==> src/design/pps_pkg.sv <==
package pps_pkg;

    localparam int POS_W  = 10;
    localparam int TOL_W  = 10;
    localparam int TICK_W = 8;
    localparam int ADDR_W = 4;
    localparam int DATA_W = 32;

    localparam logic [TOL_W-1:0]  TOLERANCE_RESET = TOL_W'(20);
    localparam logic [TICK_W-1:0] DWELL_RESET     = TICK_W'(8);
    localparam logic [TICK_W-1:0] HOLD_RESET      = TICK_W'(4);

    typedef enum logic [1:0] {
        REG_TOLERANCE = 2'd0,
        REG_DWELL     = 2'd1,
        REG_HOLD      = 2'd2
    } reg_index_t;

    typedef enum logic [3:0] {
        PH_IDLE       = 4'd0,
        PH_RAISE      = 4'd1,
        PH_MOVE_X     = 4'd2,
        PH_MOVE_Y     = 4'd3,
        PH_LOWER      = 4'd4,
        PH_DWELL_PRE  = 4'd5,
        PH_HOLD       = 4'd6,
        PH_DWELL_POST = 4'd7,
        PH_RAISE_END  = 4'd8
    } phase_t;

    typedef struct packed {
        logic [TOL_W-1:0]  tolerance;
        logic [TICK_W-1:0] dwell_ticks;
        logic [TICK_W-1:0] suction_hold_ticks;
    } cfg_t;

    typedef struct packed {
        logic             start_req;
        logic [POS_W-1:0] target_x;
        logic [POS_W-1:0] target_y;
        logic             pick;
        logic [POS_W-1:0] x_position;
        logic [POS_W-1:0] y_position;
        logic             z_top_switch;
        logic             z_bottom_switch;
        logic             emergency_stop;
    } item_t;

    typedef struct packed {
        logic x_advance;
        logic x_retract;
        logic y_advance;
        logic y_retract;
        logic z_raise;
        logic z_lower;
        logic suction;
        logic busy_res;
        logic done_res;
        logic aborted;
    } result_t;

endpackage

==> src/design/pps_apb_regs.sv <==
module pps_apb_regs
    import pps_pkg::*;
(
    input  logic              clk,
    input  logic              rst_n,
    input  logic              psel,
    input  logic              penable,
    input  logic              pwrite,
    input  logic [ADDR_W-1:0] paddr,
    input  logic [DATA_W-1:0] pwdata,
    output logic [DATA_W-1:0] prdata,
    output logic              pready,
    output cfg_t              cfg
);

    logic [TOL_W-1:0]  tolerance_reg;
    logic [TICK_W-1:0] dwell_reg;
    logic [TICK_W-1:0] hold_reg;
    logic              wr_en;
    reg_index_t        index;

    assign pready = 1'b1;
    assign wr_en  = psel && penable && pwrite;
    assign index  = reg_index_t'(paddr[3:2]);

    always_ff @(posedge clk or negedge rst_n)
    begin
        if (!rst_n)
        begin
            tolerance_reg <= TOLERANCE_RESET;
            dwell_reg     <= DWELL_RESET;
            hold_reg      <= HOLD_RESET;
        end
        else if (wr_en)
        begin
            case (index)
                REG_TOLERANCE: tolerance_reg <= pwdata[TOL_W-1:0];
                REG_DWELL:     dwell_reg     <= pwdata[TICK_W-1:0];
                REG_HOLD:      hold_reg      <= pwdata[TICK_W-1:0];
                default: ;
            endcase
        end
    end

    always_comb
    begin
        case (index)
            REG_TOLERANCE: prdata = DATA_W'(tolerance_reg);
            REG_DWELL:     prdata = DATA_W'(dwell_reg);
            REG_HOLD:      prdata = DATA_W'(hold_reg);
            default:       prdata = '0;
        endcase
    end

    assign cfg.tolerance          = tolerance_reg;
    assign cfg.dwell_ticks        = dwell_reg;
    assign cfg.suction_hold_ticks = hold_reg;

endmodule

==> src/design/pps_core.sv <==
module pps_core
    import pps_pkg::*;
(
    input  logic    clk,
    input  logic    rst_n,
    input  logic    step,
    input  item_t   item,
    input  cfg_t    cfg,
    output result_t res
);

    phase_t            phase_reg, phase_next;
    logic [TICK_W-1:0] wait_count_reg, wait_count_next;
    logic [POS_W-1:0]  held_x_reg, held_x_next;
    logic [POS_W-1:0]  held_y_reg, held_y_next;
    logic              held_pick_reg, held_pick_next;
    logic              suction_on_reg, suction_on_next;

    logic [POS_W-1:0]  axis_pos;
    logic [POS_W-1:0]  axis_target;
    logic [POS_W:0]    pos_plus_tol;
    logic [POS_W:0]    target_plus_tol;
    logic              axis_fwd;
    logic              axis_back;
    logic [TICK_W-1:0] dwell_min1;
    logic [TICK_W-1:0] hold_min1;
    logic              wait_last;

    // One deadband comparator, shared by the two axis phases.
    assign axis_pos        = (phase_reg == PH_MOVE_Y) ? item.y_position : item.x_position;
    assign axis_target     = (phase_reg == PH_MOVE_Y) ? held_y_reg : held_x_reg;
    assign pos_plus_tol    = {1'b0, axis_pos} + (POS_W+1)'(cfg.tolerance);
    assign target_plus_tol = {1'b0, axis_target} + (POS_W+1)'(cfg.tolerance);
    assign axis_fwd        = pos_plus_tol < {1'b0, axis_target};
    assign axis_back       = {1'b0, axis_pos} > target_plus_tol;

    assign dwell_min1 = (cfg.dwell_ticks == '0) ? TICK_W'(1) : cfg.dwell_ticks;
    assign hold_min1  = (cfg.suction_hold_ticks == '0) ? TICK_W'(1) : cfg.suction_hold_ticks;
    assign wait_last  = wait_count_reg <= TICK_W'(1);

    always_ff @(posedge clk or negedge rst_n)
    begin
        if (!rst_n)
        begin
            phase_reg      <= PH_IDLE;
            wait_count_reg <= '0;
            held_x_reg     <= '0;
            held_y_reg     <= '0;
            held_pick_reg  <= 1'b0;
            suction_on_reg <= 1'b0;
        end
        else if (step)
        begin
            phase_reg      <= phase_next;
            wait_count_reg <= wait_count_next;
            held_x_reg     <= held_x_next;
            held_y_reg     <= held_y_next;
            held_pick_reg  <= held_pick_next;
            suction_on_reg <= suction_on_next;
        end
    end

    always_comb
    begin
        phase_next      = phase_reg;
        wait_count_next = wait_count_reg;
        held_x_next     = held_x_reg;
        held_y_next     = held_y_reg;
        held_pick_next  = held_pick_reg;
        suction_on_next = suction_on_reg;
        res             = '0;

        if (item.emergency_stop)
        begin
            res.aborted = (phase_reg != PH_IDLE);
            phase_next  = PH_IDLE;
        end
        else
        begin
            case (phase_reg)
                PH_RAISE:
                begin
                    if (item.z_top_switch)
                        phase_next = PH_MOVE_X;
                    else
                        res.z_raise = 1'b1;
                end
                PH_MOVE_X:
                begin
                    res.x_advance = axis_fwd;
                    res.x_retract = !axis_fwd && axis_back;
                    if (!axis_fwd && !axis_back)
                        phase_next = PH_MOVE_Y;
                end
                PH_MOVE_Y:
                begin
                    res.y_advance = axis_fwd;
                    res.y_retract = !axis_fwd && axis_back;
                    if (!axis_fwd && !axis_back)
                        phase_next = PH_LOWER;
                end
                PH_LOWER:
                begin
                    if (item.z_bottom_switch)
                    begin
                        wait_count_next = dwell_min1;
                        phase_next      = PH_DWELL_PRE;
                    end
                    else
                        res.z_lower = 1'b1;
                end
                PH_DWELL_PRE:
                begin
                    if (wait_last)
                    begin
                        suction_on_next = held_pick_reg;
                        wait_count_next = hold_min1;
                        phase_next      = PH_HOLD;
                    end
                    else
                        wait_count_next = wait_count_reg - TICK_W'(1);
                end
                PH_HOLD:
                begin
                    if (wait_last)
                    begin
                        wait_count_next = dwell_min1;
                        phase_next      = PH_DWELL_POST;
                    end
                    else
                        wait_count_next = wait_count_reg - TICK_W'(1);
                end
                PH_DWELL_POST:
                begin
                    if (wait_last)
                    begin
                        wait_count_next = '0;
                        phase_next      = PH_RAISE_END;
                    end
                    else
                        wait_count_next = wait_count_reg - TICK_W'(1);
                end
                PH_RAISE_END:
                begin
                    if (item.z_top_switch)
                    begin
                        phase_next   = PH_IDLE;
                        res.done_res = 1'b1;
                    end
                    else
                        res.z_raise = 1'b1;
                end
                default:
                begin
                    // Idle, and any code the sequencer never reaches.
                    phase_next = PH_IDLE;
                    if (item.start_req)
                    begin
                        held_x_next    = item.target_x;
                        held_y_next    = item.target_y;
                        held_pick_next = item.pick;
                        phase_next     = PH_RAISE;
                    end
                end
            endcase
        end

        res.suction  = suction_on_next;
        res.busy_res = (phase_next != PH_IDLE);
    end

endmodule

==> src/design/pick_place_axis_sequencer.sv <==
// Pick-and-place sequencer: each request is one control tick carrying the start command,
// targets, position readings, Z switches and emergency stop; it yields exactly one result
// with the drive, suction and status flags for that tick. A request passes through an input
// register, the sequencer logic and a result register, and a new request is taken in every
// cycle while the result side keeps up. The registers at byte addresses 0, 4 and 8 hold
// tolerance, dwell_ticks and suction_hold_ticks and should only be written while no
// request is in flight.
module pick_place_axis_sequencer
    import pps_pkg::*;
(
    input  logic              clk,
    input  logic              rst_n,
    input  logic              item_valid,
    output logic              item_stall,
    input  item_t             item,
    output logic              result_valid,
    input  logic              result_stall,
    output result_t           result,
    input  logic              psel,
    input  logic              penable,
    input  logic              pwrite,
    input  logic [ADDR_W-1:0] paddr,
    input  logic [DATA_W-1:0] pwdata,
    output logic [DATA_W-1:0] prdata,
    output logic              pready
);

    cfg_t    cfg;
    item_t   item_reg;
    logic    item_valid_reg, item_valid_next;
    result_t result_reg;
    logic    result_valid_reg, result_valid_next;
    result_t step_res;
    logic    advance;
    logic    take;

    pps_apb_regs u_regs (
        .clk     (clk),
        .rst_n   (rst_n),
        .psel    (psel),
        .penable (penable),
        .pwrite  (pwrite),
        .paddr   (paddr),
        .pwdata  (pwdata),
        .prdata  (prdata),
        .pready  (pready),
        .cfg     (cfg)
    );

    pps_core u_core (
        .clk   (clk),
        .rst_n (rst_n),
        .step  (advance),
        .item  (item_reg),
        .cfg   (cfg),
        .res   (step_res)
    );

    // The held request moves into the result register whenever that register is free
    // or is being emptied in the same cycle.
    assign advance    = item_valid_reg && (!result_valid_reg || !result_stall);
    assign item_stall = item_valid_reg && !advance;
    assign take       = item_valid && !item_stall;

    assign item_valid_next   = take || (item_valid_reg && !advance);
    assign result_valid_next = advance || (result_valid_reg && result_stall);

    always_ff @(posedge clk or negedge rst_n)
    begin
        if (!rst_n)
        begin
            item_valid_reg   <= 1'b0;
            result_valid_reg <= 1'b0;
        end
        else
        begin
            item_valid_reg   <= item_valid_next;
            result_valid_reg <= result_valid_next;
        end
    end

    always_ff @(posedge clk)
    begin
        if (take)
            item_reg <= item;
        if (advance)
            result_reg <= step_res;
    end

    assign result_valid = result_valid_reg;
    assign result       = result_reg;

`ifndef SYNTH
    a_one_drive: assert property (@(posedge clk) disable iff (!rst_n)
        result_valid |-> $onehot0({result.x_advance, result.x_retract, result.y_advance,
                                   result.y_retract, result.z_raise, result.z_lower}))
        else $error("more than one drive active in a result");

    a_idle_no_drive: assert property (@(posedge clk) disable iff (!rst_n)
        (result_valid && !result.busy_res) |-> !(result.x_advance || result.x_retract ||
            result.y_advance || result.y_retract || result.z_raise || result.z_lower))
        else $error("drive active while sequencer reports idle");

    a_end_flags: assert property (@(posedge clk) disable iff (!rst_n)
        (result_valid && (result.done_res || result.aborted)) |->
            (!result.busy_res && !(result.done_res && result.aborted)))
        else $error("completion or abort flagged while busy, or both at once");

    a_hold_request: assert property (@(posedge clk) disable iff (!rst_n)
        item_stall |=> (item_valid_reg && $stable(item_reg)))
        else $error("held request lost while stalled");
`endif

endmodule

==> config.mk <==
export PLATFORM = sky130hd
export DESIGN_NAME = pick_place_axis_sequencer
export DESIGN_NICKNAME = d
export VERILOG_FILES = /design/src/design/pps_pkg.sv /design/src/design/pps_apb_regs.sv /design/src/design/pps_core.sv /design/src/design/pick_place_axis_sequencer.sv
export SDC_FILE = /design/constraint.sdc
export NUM_CORES = 1
export LEC_CHECK = 0
export ABC_AREA = 1
export BUFFER_PORTS_ARGS = -buffer_cell sky130_fd_sc_hd__clkbuf_2
export CAP_MARGIN = 20
export CORE_ASPECT_RATIO = 0.6
export CORE_MARGIN = 2
export CORE_UTILIZATION = 45
export DETAILED_ROUTE_END_ITERATION = 8
export HOLD_SLACK_MARGIN = 0.15
export PLACE_DENSITY = 0.69
export SLEW_MARGIN = 10
export SYNTH_ARGS = -nofsm -noshare
export SYNTH_HDL_FRONTEND = slang
export SYNTH_SLANG_ARGS = --single-unit
==> constraint.sdc <==
create_clock -name clk -period 4.5 [get_ports clk]
set_input_delay 0.225 -clock clk [delete_from_list [all_inputs] [get_ports clk]]
set_output_delay 0.225 -clock clk [all_outputs]
set_load 0.01 [all_outputs]
**Word-level counts from Yosys, hierarchy flattened**

Index checks and enable logic that the tools add are counted.

- Input port bits: 88
- Bits in registers: 117

- Add/sub/neg operators: 3
- Mux-type cells: 27
- Reduce and logical (&&, ||, !) cells: 35
- Equality and inequality tests: 11
- Bitwise gates (word level): 7
- $lt $le $gt $ge: 3

Operators with widths:

| kind | number |
|---|---|
| $mux W8 | 6 |
| $mux W4 | 9 |
| $pmux W4 S8 | 1 |
| $pmux W8 S4 | 1 |
| $pmux W10 S3 | 1 |
| $add A10 B10 Y11 | 2 |
| $mux W10 | 2 |
| $eq A4 B3 Y1 const B | 4 |
| $logic_not A8 Y1 | 2 |
| $reduce_bool A4 Y1 | 3 |
| $reduce_or A2 Y1 | 6 |
| $gt A10 B11 Y1 | 1 |
| $lt A11 B10 Y1 | 1 |
| $eq A4 B2 Y1 const B | 2 |
| $le A8 B1 Y1 const B | 1 |
| $logic_and A1 B1 Y1 | 8 |
| $reduce_and A4 Y1 | 2 |
| $reduce_or A8 Y1 | 1 |
| $sub A8 B1 Y8 const B | 1 |
| $mux W1 | 7 |
| $not A1 Y1 | 7 |
| $logic_not A1 Y1 | 6 |
| $reduce_and A2 Y1 | 3 |
| $eq A4 B1 Y1 const B | 1 |
| other kinds (6) | 8 |

**Logic depth before layout (Yosys ltp)**

Gate-level depths: netlist of run 1.

- Word-level depth: 10
- Gate-level depth with buffers: 27
- Gate-level depth less buffers: 27

**Hierarchy**

From an unflattened synthesis of run 1, not the netlist that was laid out.

- Cells, all modules: 767
- Area, all modules: 6,775.2 um^2

Modules (own cells, without submodules):

| module | cells an instance | area an instance (um^2) | instances | seq. area each (um^2) |
|---|---|---|---|---|
| pps_core | 517 | 3,621.0 | 1 | 850.8 |
| pick_place_axis_sequencer | 67 | 1,746.7 | 1 | 1,701.6 |
| pps_apb_regs | 183 | 1,407.6 | 1 | 655.6 |

**Worst setup path before layout of run 1**

OpenSTA, ideal clock, no wires.

- Path type: register to register
- From: reg u_core.phase_reg[3]
- To: reg result_reg, in the netlist result[2], data pin
- Setup slack: 0.920 ns
- Stages on the path, launching flop included: 24
- Clock period less this slack: 3.580 ns
- Data arrival time: 3.318 ns
- Setup time: 0.262 ns
- Cells stage by stage: dfrtp_1 nor2_1 nand2_2 clkbuf_1 nand2_1 o21ai_0 ha_1 nand2_1 nand2_1 a31oi_1 o21ai_0 a21oi_1 o21ai_0 xor2_1 ha_1 nand2_1 nor2_1 a21o_1 nor2_1 nand3_1 nand3_1 nand2_1 o21bai_1 nand3_1

RTL lines:

| element | RTL line | text |
|---|---|---|
| start, declared | pps_core.sv:12 | `phase_t phase_reg, phase_next;` |
| start signal, assigned | pps_core.sv:54 | `phase_reg <= phase_next;` |
| end signal, assigned | pick_place_axis_sequencer.sv:87 | `result_reg <= step_res;` |
| end, declared | pick_place_axis_sequencer.sv:31 | `result_t result_reg;` |

==> impl_metrics.py, run 1 <==
metrics = {
    "synth": {
        "avgSynthCellArea_sq_um": 9.04,
        "synth_seq_cells": 117,
        "yosysWarningCount": 0,
        "yosysSeqAreaShare_pct": 48.2,
        "syn-cell-area_sq_um": 6660,
        "synth_cell_types": 42,
        "synth_cells": 737,
    },
    "layout": {
        "fin_util_pct": 58.5,
        "fin_nets": 1030,
        "mostFrequentLayoutCells": "nand2_1, inv_1, clkbuf_2",
        "syn_to_final_growth_pct": 27.0,
        "final_layout_size_suffix_gt1_share_pct": 18.4,
        "largest_register_ffs": 45,
        "diodes": 0,
        "final_common_cell": "nand2_1",
    },
    "cts": {
        "cts_tree": "done",
        "cts_sinks": 117,
        "clk_pin_slew_ps": 60,
        "numCtsBuffers": 17,
        "ctsLongestPathBuffers": 2,
        "cts_max_level": 4,
        "insertion_delay_ps": 420,
        "root_buffer": "clkbuf_16",
    },
    "placed_design": {
        "preCtsSetupSlack_ps": 194,
        "gp_congestion": 0.887,
        "dp_hpwl_mm": 11.1,
        "portBuffers": 85,
    },
    "worst_setup_path": {
        "worst-path-max-fanout": 11,
        "rr_worst_depth": 27,
        "worstSetupStartpointType": "flip-flop",
        "startpoint": "u_core.phase_reg[3]$_DFFE_PN0P_",
        "worstSetupPathType": "flip-flop to flip-flop",
        "endpoint_kind": "flip-flop",
        "critical_path_required_ps": 4650,
        "cp_data_arrival_time_ps": 4360,
        "r2r_end": "result[2]$_DFFE_PP_",
        "r2r_slack_ps": 290,
        "reg2reg_from": "u_core.phase_reg[3]$_DFFE_PN0P_",
    },
    "drt": {
        "dr.pass1.iters": 6,
        "post_drt_wl_per_cell_microns": 14.3,
        "via_per_inst": 4.89,
        "vias": 5428,
        "drc": 0,
        "wl_mm": 15.8,
        "drt_iter0_markers": 430,
        "antenna_left": 0,
    },
    "die": {
        "initial_core_util_pct": 46.1,
        "dieWidth_microns": 161,
        "fp.dieH_microns": 98.2,
        "fp.coreArea_sq_um": 14500,
        "io_pins": 133,
        "dieArea_sq_um": 15800,
        "num_rows": 34,
    },
    "worst_hold_path": {
        "min_from": "item_reg[43]$_DFFE_PP_",
        "holdPathEnd": "u_core.held_x_reg[9]$_DFFE_PN0P_",
        "hold_path.class": "flip-flop to flip-flop",
        "hold-path-cell-count": 1,
    },
    "global_route": {
        "grt_pass1_vias": 5249,
        "grt_start_max_net_pins": 63,
        "grt_use_total_pct": 21.2,
        "grt_overflow": 0,
        "grt_pass1_wl_mm": 26.4,
        "grt_antenna_before_repair": 0,
    },
    "timing": {
        "fmax_mhz": 238,
        "worst_slack_ps": 294,
        "finalSetupViolations": 0,
        "worstMarginPinSlew_ps": 819,
        "fin_skew_ps": 9.89,
        "drv_slew": 0,
        "finalCritPeriodShare_pct": 93.5,
        "relSlewSlack_pct": 45.4,
        "finalHoldViolations": 0,
        "period_needed_ps": 4210,
    },
    "pwr": {
        "p_comb_share_pct": 40.4,
        "p_seq_share_pct": 32.3,
        "intPower_mw": 2.88,
        "power_density_nw_per_um2": 550,
        "power_switching_mw": 1.77,
        "p_leak_nw": 4.09,
        "swShare_pct": 38.1,
        "clkPwrFrac_pct": 27.3,
        "peakVddDrop_mv": 0.225,
        "total_power_mw": 4.66,
    },
    "run": {
        "cap_viol_max_count": 0,
    },
    "outcome": {
        "status": "finished, final reports clean",
    },
}
[cells by family after synthesis]
kind of cell,after synthesis,synth area share [%]
AO/OA/AOI/OAI,128,10.8
XOR/XNOR,23,3.31
adder cells (fa/ha/maj),44,8.49
buffers and inverters,147,9.82
flip-flops,117,48.2
multiplexers,10,2.08
other,2,0.113
AND/OR/NAND/NOR,266,17.3
[cell type report]
type                       instances  area, sq um
inverter                         112          420
sequential                       117         3210
multi-input combinational        494         2920
clock buffer                      17          425
tap                              198          248
clock inverter                    15          135
timing repair buffer             156         1110
fill                            1278         6000
[how the worst max path moves through the flow]
stage	to	slack [ps]	cells past startpoint
final	result[2]$_DFFE_PP_	290	27
after global routing	result[2]$_DFFE_PP_	-4	27
after CTS	result[2]$_DFFE_PP_	130	23
after detailed placement	result[2]$_DFFE_PP_	190	22
after global placement	result[2]$_DFFE_PP_	290	21
after floorplan	result[2]$_DFFE_PP_	920	23
[repair_timing]
item,CTS,global route
setup buffers,0,3
setup endpoints to repair,0,6
hold buffers,58,0
endpoints found under the hold margin,130,0
gates resized for setup,0,11
[power groups by stage]
stage | sequential, mW | combinational, mW | clock (mW)
after floorplan | 1.47 | 1.31 | 0
after CTS | 1.50 | 1.81 | 1.29
after global routing | 1.53 | 2.13 | 1.35
after detailed placement | 1.52 | 1.75 | 0
after global placement | 1.51 | 1.70 | 0
final | 1.51 | 1.88 | 1.27
[stage by stage]
step	hold slack (ps)	area, sq um	TNS, ps	instances
floorplan	-70.6	6740	0	758
global placement	401	7250	0	1016
detailed placement	404	7250	0	1016
CTS	477	8400	0	1106
global route	477	8460	-3.63	1109
finish	477	8460	0	1109
[Yosys cell counts, drive strengths merged]
| master | count | share of area [%] |
|---|---|---|
| nand4 | 9 | 1.3 |
| and3 | 1 | 0.094 |
| a21o | 4 | 0.45 |
| dfrtp | 58 | 22 |
| inv | 112 | 6.3 |
| buf | 26 | 3.0 |
| o22ai | 5 | 0.47 |
| conb | 2 | 0.11 |
| edfxtp | 55 | 25 |
| o221ai | 4 | 0.53 |
| o2111ai | 3 | 0.39 |
| mux2 | 10 | 2.1 |
| fa | 2 | 0.60 |
| nor2 | 57 | 3.6 |
| nor4 | 4 | 0.38 |
| xnor2 | 7 | 0.92 |
| o21bai | 2 | 0.23 |
| and2 | 1 | 0.094 |
| ha | 42 | 7.9 |
| a31oi | 3 | 0.28 |
| o211ai | 4 | 0.45 |
| or2 | 2 | 0.19 |
| a21oi | 41 | 3.1 |
| dfstp | 4 | 1.6 |
| clkbuf | 9 | 0.51 |
| a211oi | 6 | 0.68 |
| nand3 | 27 | 2.0 |
| xor2 | 16 | 2.4 |
| nand3b | 1 | 0.11 |
| nor3 | 7 | 0.53 |
| nand2 | 157 | 9.0 |
| o21ai | 56 | 4.2 |
[layer usage]
layer / vias to the layer above / routed length, microns / track usage, %
li1: 2722 / - / -
met1: 2496 / 7940 / 31.6
met2: 197 / 6730 / 31.2
met3: 13 / 1030 / 5.27
met4: 0 / 110 / 5.01
met5: - / 0 / 0
[critical path: stages (launching register included)]
cell and delay (ps):
dfrtp_1 480, inv_2 80, nand2_1 90, nor2_1 50
buf_4 180, nand2_1 80, and2_1 120, ha_1 270
inv_1 80, fa_1 410, inv_1 120, nand4_1 90
nand3_1 130, a21oi_1 110, xor2_1 150, ha_1 280
nand2_1 50, inv_1 120, nand2_1 60, nor2_1 200
a21o_1 150, nor2_1 50, nand3_1 180, nand2_1 70
nand2_1 90, nand3_1 90, nand2_1 80, nand3_1 100
No activity file was read; power rests on OpenSTA's default activity.
==> inputs of run 2 (changes only) <==
CTS_CLUSTER_SIZE = 20   (was unset)
RECOVER_POWER = 50   (was unset)
==> run 2 against run 1 <==
Compared with the run above:
- the run now ends with max-capacitance violations, max-slew violations left
- non-clock buffer count is the same
- critical endpoint unchanged
- cell area shrank 0.31%
- clock-buffer cell count is the same
- combinational power is essentially flat
- largest power group unchanged
==> impl_metrics.py, run 2 (synthesis gave the netlist of run 1 again) <==
metrics = {
    "timing": {
        "period_needed_ps": 4160,
        "holdWs_ps": 477,
        "finalCritPeriodShare_pct": 92.5,
        "fmax_mhz": 240,
        "worstMarginPinSlew_ps": 3470,
        "relSlewSlack_pct": -132,
        "fin_skew_ps": 10.9,
        "finalSetupViolations": 0,
        "drv_slew": 63,
        "finalHoldViolations": 0,
    },
    "pwr": {
        "power_density_nw_per_um2": 551,
        "power_switching_mw": 1.77,
        "swShare_pct": 38.1,
        "clkPwrFrac_pct": 27.3,
        "intPower_mw": 2.88,
        "p_comb_share_pct": 40.3,
        "p_seq_share_pct": 32.4,
        "peakVddDrop_mv": 0.224,
        "p_leak_nw": 4.04,
    },
    "die": {
        "fp.coreArea_sq_um": 14500,
        "io_pins": 133,
        "fp.dieH_microns": 98.2,
        "dieArea_sq_um": 15800,
        "initial_core_util_pct": 46.1,
        "num_rows": 34,
        "dieWidth_microns": 161,
    },
    "drt": {
        "antenna_left": 0,
        "via_per_inst": 4.89,
        "post_drt_wl_per_cell_microns": 14.2,
        "drc": 0,
        "drt_iter0_markers": 432,
        "wl_mm": 15.8,
        "vias": 5419,
        "dr.pass1.iters": 6,
    },
    "worst_setup_path": {
        "critPathMaxStageDelay_ps": 480,
        "crit_family": "simple AND/OR/NAND/NOR gates",
        "critical_path_required_ps": 4660,
        "worstSetupPathType": "flip-flop to flip-flop",
        "worstSetupStartpointType": "flip-flop",
        "endpoint_kind": "flip-flop",
        "cp_data_arrival_time_ps": 4320,
        "crit_top_cell": "nand2_1",
        "critPathSlowestCell": "dfrtp_1",
        "worst-path-max-fanout": 11,
        "path_buf_inv": 5,
    },
    "layout": {
        "final_layout_size_suffix_gt1_share_pct": 16.7,
        "diodes": 0,
        "final_common_cell": "nand2_1",
        "fin_util_pct": 58.3,
        "fin_nets": 1030,
        "largest_register_ffs": 45,
        "syn_to_final_growth_pct": 26.6,
        "mostFrequentLayoutCells": "nand2_1, inv_1, clkbuf_2",
    },
    "cts": {
        "cts_sinks": 117,
        "cts_max_level": 4,
        "numCtsBuffers": 17,
        "cts_tree": "done",
        "ctsLongestPathBuffers": 2,
        "clk_pin_slew_ps": 60,
        "root_buffer": "clkbuf_16",
        "insertion_delay_ps": 420,
    },
    "global_route": {
        "grt_start_max_net_pins": 63,
        "grt_use_total_pct": 21.2,
        "grt_pass1_wl_mm": 26.4,
        "grt_antenna_before_repair": 0,
        "grt_overflow": 0,
        "grt_pass1_vias": 5249,
    },
    "outcome": {
        "violations": "max-capacitance violations, max-slew violations",
        "status": "complete, but fails checks",
    },
    "placed_design": {
        "portBuffers": 85,
        "gp_congestion": 0.887,
        "dp_hpwl_mm": 11.1,
    },
    "worst_hold_path": {
        "hold_path.class": "flip-flop to flip-flop",
    },
    "run": {
        "cap_viol_max_count": 1,
    },
}
==> run 2: area by class of cell <==
| cell class | instances | area [sq um] |
|---|---|---|
| repair buffers | 156 | 1080 |
| inverters | 112 | 420 |
| clock inverters | 15 | 135 |
| multi-input cells | 494 | 2920 |
| well taps | 198 | 248 |
| flip-flops and latches | 117 | 3210 |
| fillers | 1291 | 6030 |
| clock buffers | 17 | 425 |
==> run 2: per-stage QoR <==
stage	std cells	setup slack, ps	instance area, sq um	TNS (ps)	total power [mW]
floorplan	758	920	6740	0	2.79
global placement	1016	288	7250	0	3.21
detailed placement	1016	194	7250	0	3.27
CTS	1106	135	8400	0	4.60
global route	1109	-3.62	8440	-3.62	5.00
finish	1109	339	8440	0	4.65
==> run 2: power groups by stage <==
stage	logic, mW	registers, mW	clock network [mW]
after global routing	2.13	1.53	1.35
after global placement	1.70	1.51	0
final	1.87	1.51	1.27
after floorplan	1.31	1.47	0
after detailed placement	1.75	1.52	0
after CTS	1.81	1.50	1.29
==> run 2: layer usage <==
metal	track usage, %	vias to the layer above	share of wire (%)
met5	0	-	0
met4	5.01	0	0.66
met3	5.27	11	6.5
met2	31.2	191	42
met1	31.6	2494	51
li1	-	2723	-
==> run 2: final timing paths <==
path                                                      start                                   end  slack [ps]  cells past startpoint
max in group asynchronous                                 rst_n  u_core.wait_count_reg[7]$_DFFE_PN0P_         910                      3
min in group asynchronous                                 rst_n   u_regs.tolerance_reg[6]$_DFFE_PN0P_        1640                      3
worst max-delay path            u_core.phase_reg[3]$_DFFE_PN0P_                   result[2]$_DFFE_PP_         340                     27
worst max register to register  u_core.phase_reg[3]$_DFFE_PN0P_                   result[2]$_DFFE_PP_         340                     27
worst min-delay path                     item_reg[43]$_DFFE_PP_      u_core.held_x_reg[9]$_DFFE_PN0P_         480                      1
worst min register to register           item_reg[43]$_DFFE_PP_      u_core.held_x_reg[9]$_DFFE_PN0P_         480                      1
==> run 2: timing repair <==
| item | in CTS | in global routing |
|---|---|---|
| resized for setup | 0 | 11 |
| endpoints found under the hold margin | 130 | 0 |
| hold buffers | 58 | 0 |
| buffers inserted | 0 | 3 |
| endpoints found under the setup margin | 0 | 6 |
==> inputs of run 3 (changes only) <==
CORE_ASPECT_RATIO = unset   (was 0.6)
==> run 3 against run 2 <==
Compared with the run above:
- the run still ends with max-capacitance violations, max-slew violations left
- via count decreased by 1.7%
- core utilization decreased by 0.59 points
- fmax rose by 1.6%
- largest cell class unchanged
==> impl_metrics.py, run 3 (synthesis gave the netlist of run 1 again) <==
metrics = {
    "cts": {
        "numCtsBuffers": 17,
        "insertion_delay_ps": 430,
        "cts_sinks": 117,
        "ctsLongestPathBuffers": 2,
        "root_buffer": "clkbuf_16",
        "clk_pin_slew_ps": 60,
        "cts_max_level": 4,
        "post_cts_buffers": 0,
        "cts_tree": "done",
    },
    "timing": {
        "fin_skew_ps": 9.05,
        "drv_slew": 63,
        "rsz0062_at_grt": "false",
        "finalHoldViolations": 0,
        "fmax_mhz": 244,
        "setup_tns_ps": 0,
        "holdWs_ps": 474,
        "worstMarginPinSlew_ps": 3440,
        "finalCritPeriodShare_pct": 91.1,
        "finalSetupViolations": 0,
        "relSlewSlack_pct": -129,
        "period_needed_ps": 4100,
    },
    "die": {
        "num_rows": 44,
        "dieArea_sq_um": 15800,
        "io_pins": 133,
        "fp.dieH_microns": 126,
        "initial_core_util_pct": 46.0,
        "fp.coreArea_sq_um": 14500,
        "dieWidth_microns": 126,
    },
    "pwr": {
        "p_leak_nw": 4.03,
        "power_density_nw_per_um2": 546,
        "peakVddDrop_mv": 0.363,
    },
    "layout": {
        "mostFrequentLayoutCells": "nand2_1, inv_1, clkbuf_2",
        "diodes": 0,
        "fin_cells": 1088,
        "fin_nets": 1023,
        "final_layout_size_suffix_gt1_share_pct": 15.6,
        "final_common_cell": "nand2_1",
        "largest_register_ffs": 45,
        "syn_to_final_growth_pct": 25.5,
    },
    "worst_setup_path": {
        "worst-path-max-fanout": 20,
        "critPathMaxStageDelay_ps": 440,
        "critPathSlowestCell": "dfrtp_1",
        "crit_top_cell": "nand2_1",
        "r2r_slack_ps": 400,
        "crit_family": "simple AND/OR/NAND/NOR gates",
        "path_cells": "nor2_2 -> nand2_4 -> o21ai_0 -> ha_1 -> nand2_1 -> nand2_1 -> a31oi_1 -> o21ai_0 -> a21oi_1 -> o21ai_0 -> xor2_1 -> ha_1 -> nand2_1 -> nor2_1 -> nand2_1 -> nand3_1 -> nand2_1 -> nand2_1 -> nand3_1 -> nand3_1 -> nand2_1 -> o21bai_1 -> nand3_1",
        "startpoint": "u_core.phase_reg[3]$_DFFE_PN0P_",
        "worstSetupStartpointType": "flip-flop",
        "endpoint_kind": "flip-flop",
        "cp_data_arrival_time_ps": 4270,
        "reg2reg_from": "u_core.phase_reg[3]$_DFFE_PN0P_",
        "worstSetupPathType": "flip-flop to flip-flop",
        "path_buf_inv": 0,
        "critical_path_required_ps": 4670,
    },
    "global_route": {
        "use_met1_pct": 25.1,
        "grt_overflow": 0,
        "use_met3_pct": 6.41,
        "grt_antenna_before_repair": 0,
        "grt_pass1_vias": 5058,
        "grt_pass1_wl_mm": 24.5,
        "grt_busiest_layer": "met2",
        "grt_start_max_net_pins": 63,
        "grt_use_met2_pct": 33.1,
        "grt_use_total_pct": 20.1,
    },
    "worst_hold_path": {
        "hold_path.class": "flip-flop to flip-flop",
        "min_from": "item_reg[23]$_DFFE_PP_",
    },
    "outcome": {
        "status": "complete, but fails checks",
        "violations": "max-capacitance violations, max-slew violations",
    },
    "drt": {
        "drc": 0,
        "via_per_inst": 4.90,
        "dr.pass1.iters": 5,
        "post_drt_wl_per_cell_microns": 13.9,
        "antenna_left": 0,
        "wl_mm": 15.2,
        "drt_iter0_markers": 360,
        "vias": 5326,
    },
    "placed_design": {
        "dp_hpwl_mm": 10.6,
        "portBuffers": 85,
        "gp_congestion": 0.920,
        "dp.cells": 998,
    },
    "run": {
        "cap_viol_max_count": 1,
    },
}
## run 3: cell count changes in the layout (fill, tap and decap cells not counted), sizes merged
cell      change
clkinvlp      -1
buf           -6
bufinv        +1
clkinv        -5
inv           +4
## run 3: final cells by class
class | count | area [sq um]
Inverter | 112 | 420
Timing Repair Buffer | 149 | 1030
Clock buffer | 18 | 429
Fill cell | 1270 | 6120
Multi-Input combinational cell | 494 | 2890
Tap cell | 184 | 230
Sequential cell | 117 | 3210
Clock inverter | 14 | 150
## run 3: what timing repair did
| item | CTS | global route |
|---|---|---|
| hold buffers | 58 | 0 |
| endpoints found under the hold margin | 131 | 0 |
| setup endpoints to repair | 0 | 2 |
| resized for setup | 0 | 3 |
## run 3: report_power, final
part	switching, mW	internal (mW)	total [mW]
registers	0.153	1.35	1.51
logic	1.01	0.719	1.73
clock network	0.512	0.817	1.33
## run 3: worst paths after layout
path                            depth (start not counted)                               end
worst max-delay path                                   23               result[2]$_DFFE_PP_
worst min-delay path                                    1  u_core.held_pick_reg$_DFFE_PN0P_
worst max register to register                         23               result[2]$_DFFE_PP_
worst min register to register                          1  u_core.held_pick_reg$_DFFE_PN0P_
max in group asynchronous                               3  u_core.held_x_reg[3]$_DFFE_PN0P_
min in group asynchronous                               3    u_regs.hold_reg[3]$_DFFE_PN0P_
## run 3: routing by layer
layer / part of all wire (%) / up-vias
met5: 0 / -
met2: 48 / 172
met3: 5.7 / 23
li1: - / 2708
met1: 45 / 2423
met4: 1.6 / 0
## run 3: per-stage QoR
stage                     setup slack [ps]  area, sq um  utilization (%)  power [mW]
final                                  402         8360             57.7        4.57
after global routing                  22.5         8360             57.7        4.91
after CTS                              199         8370             57.8        4.58
after detailed placement               224         7210             49.8        3.20
after global placement                 281         7210             49.8        3.16
after floorplan                        920         6740                -        2.79
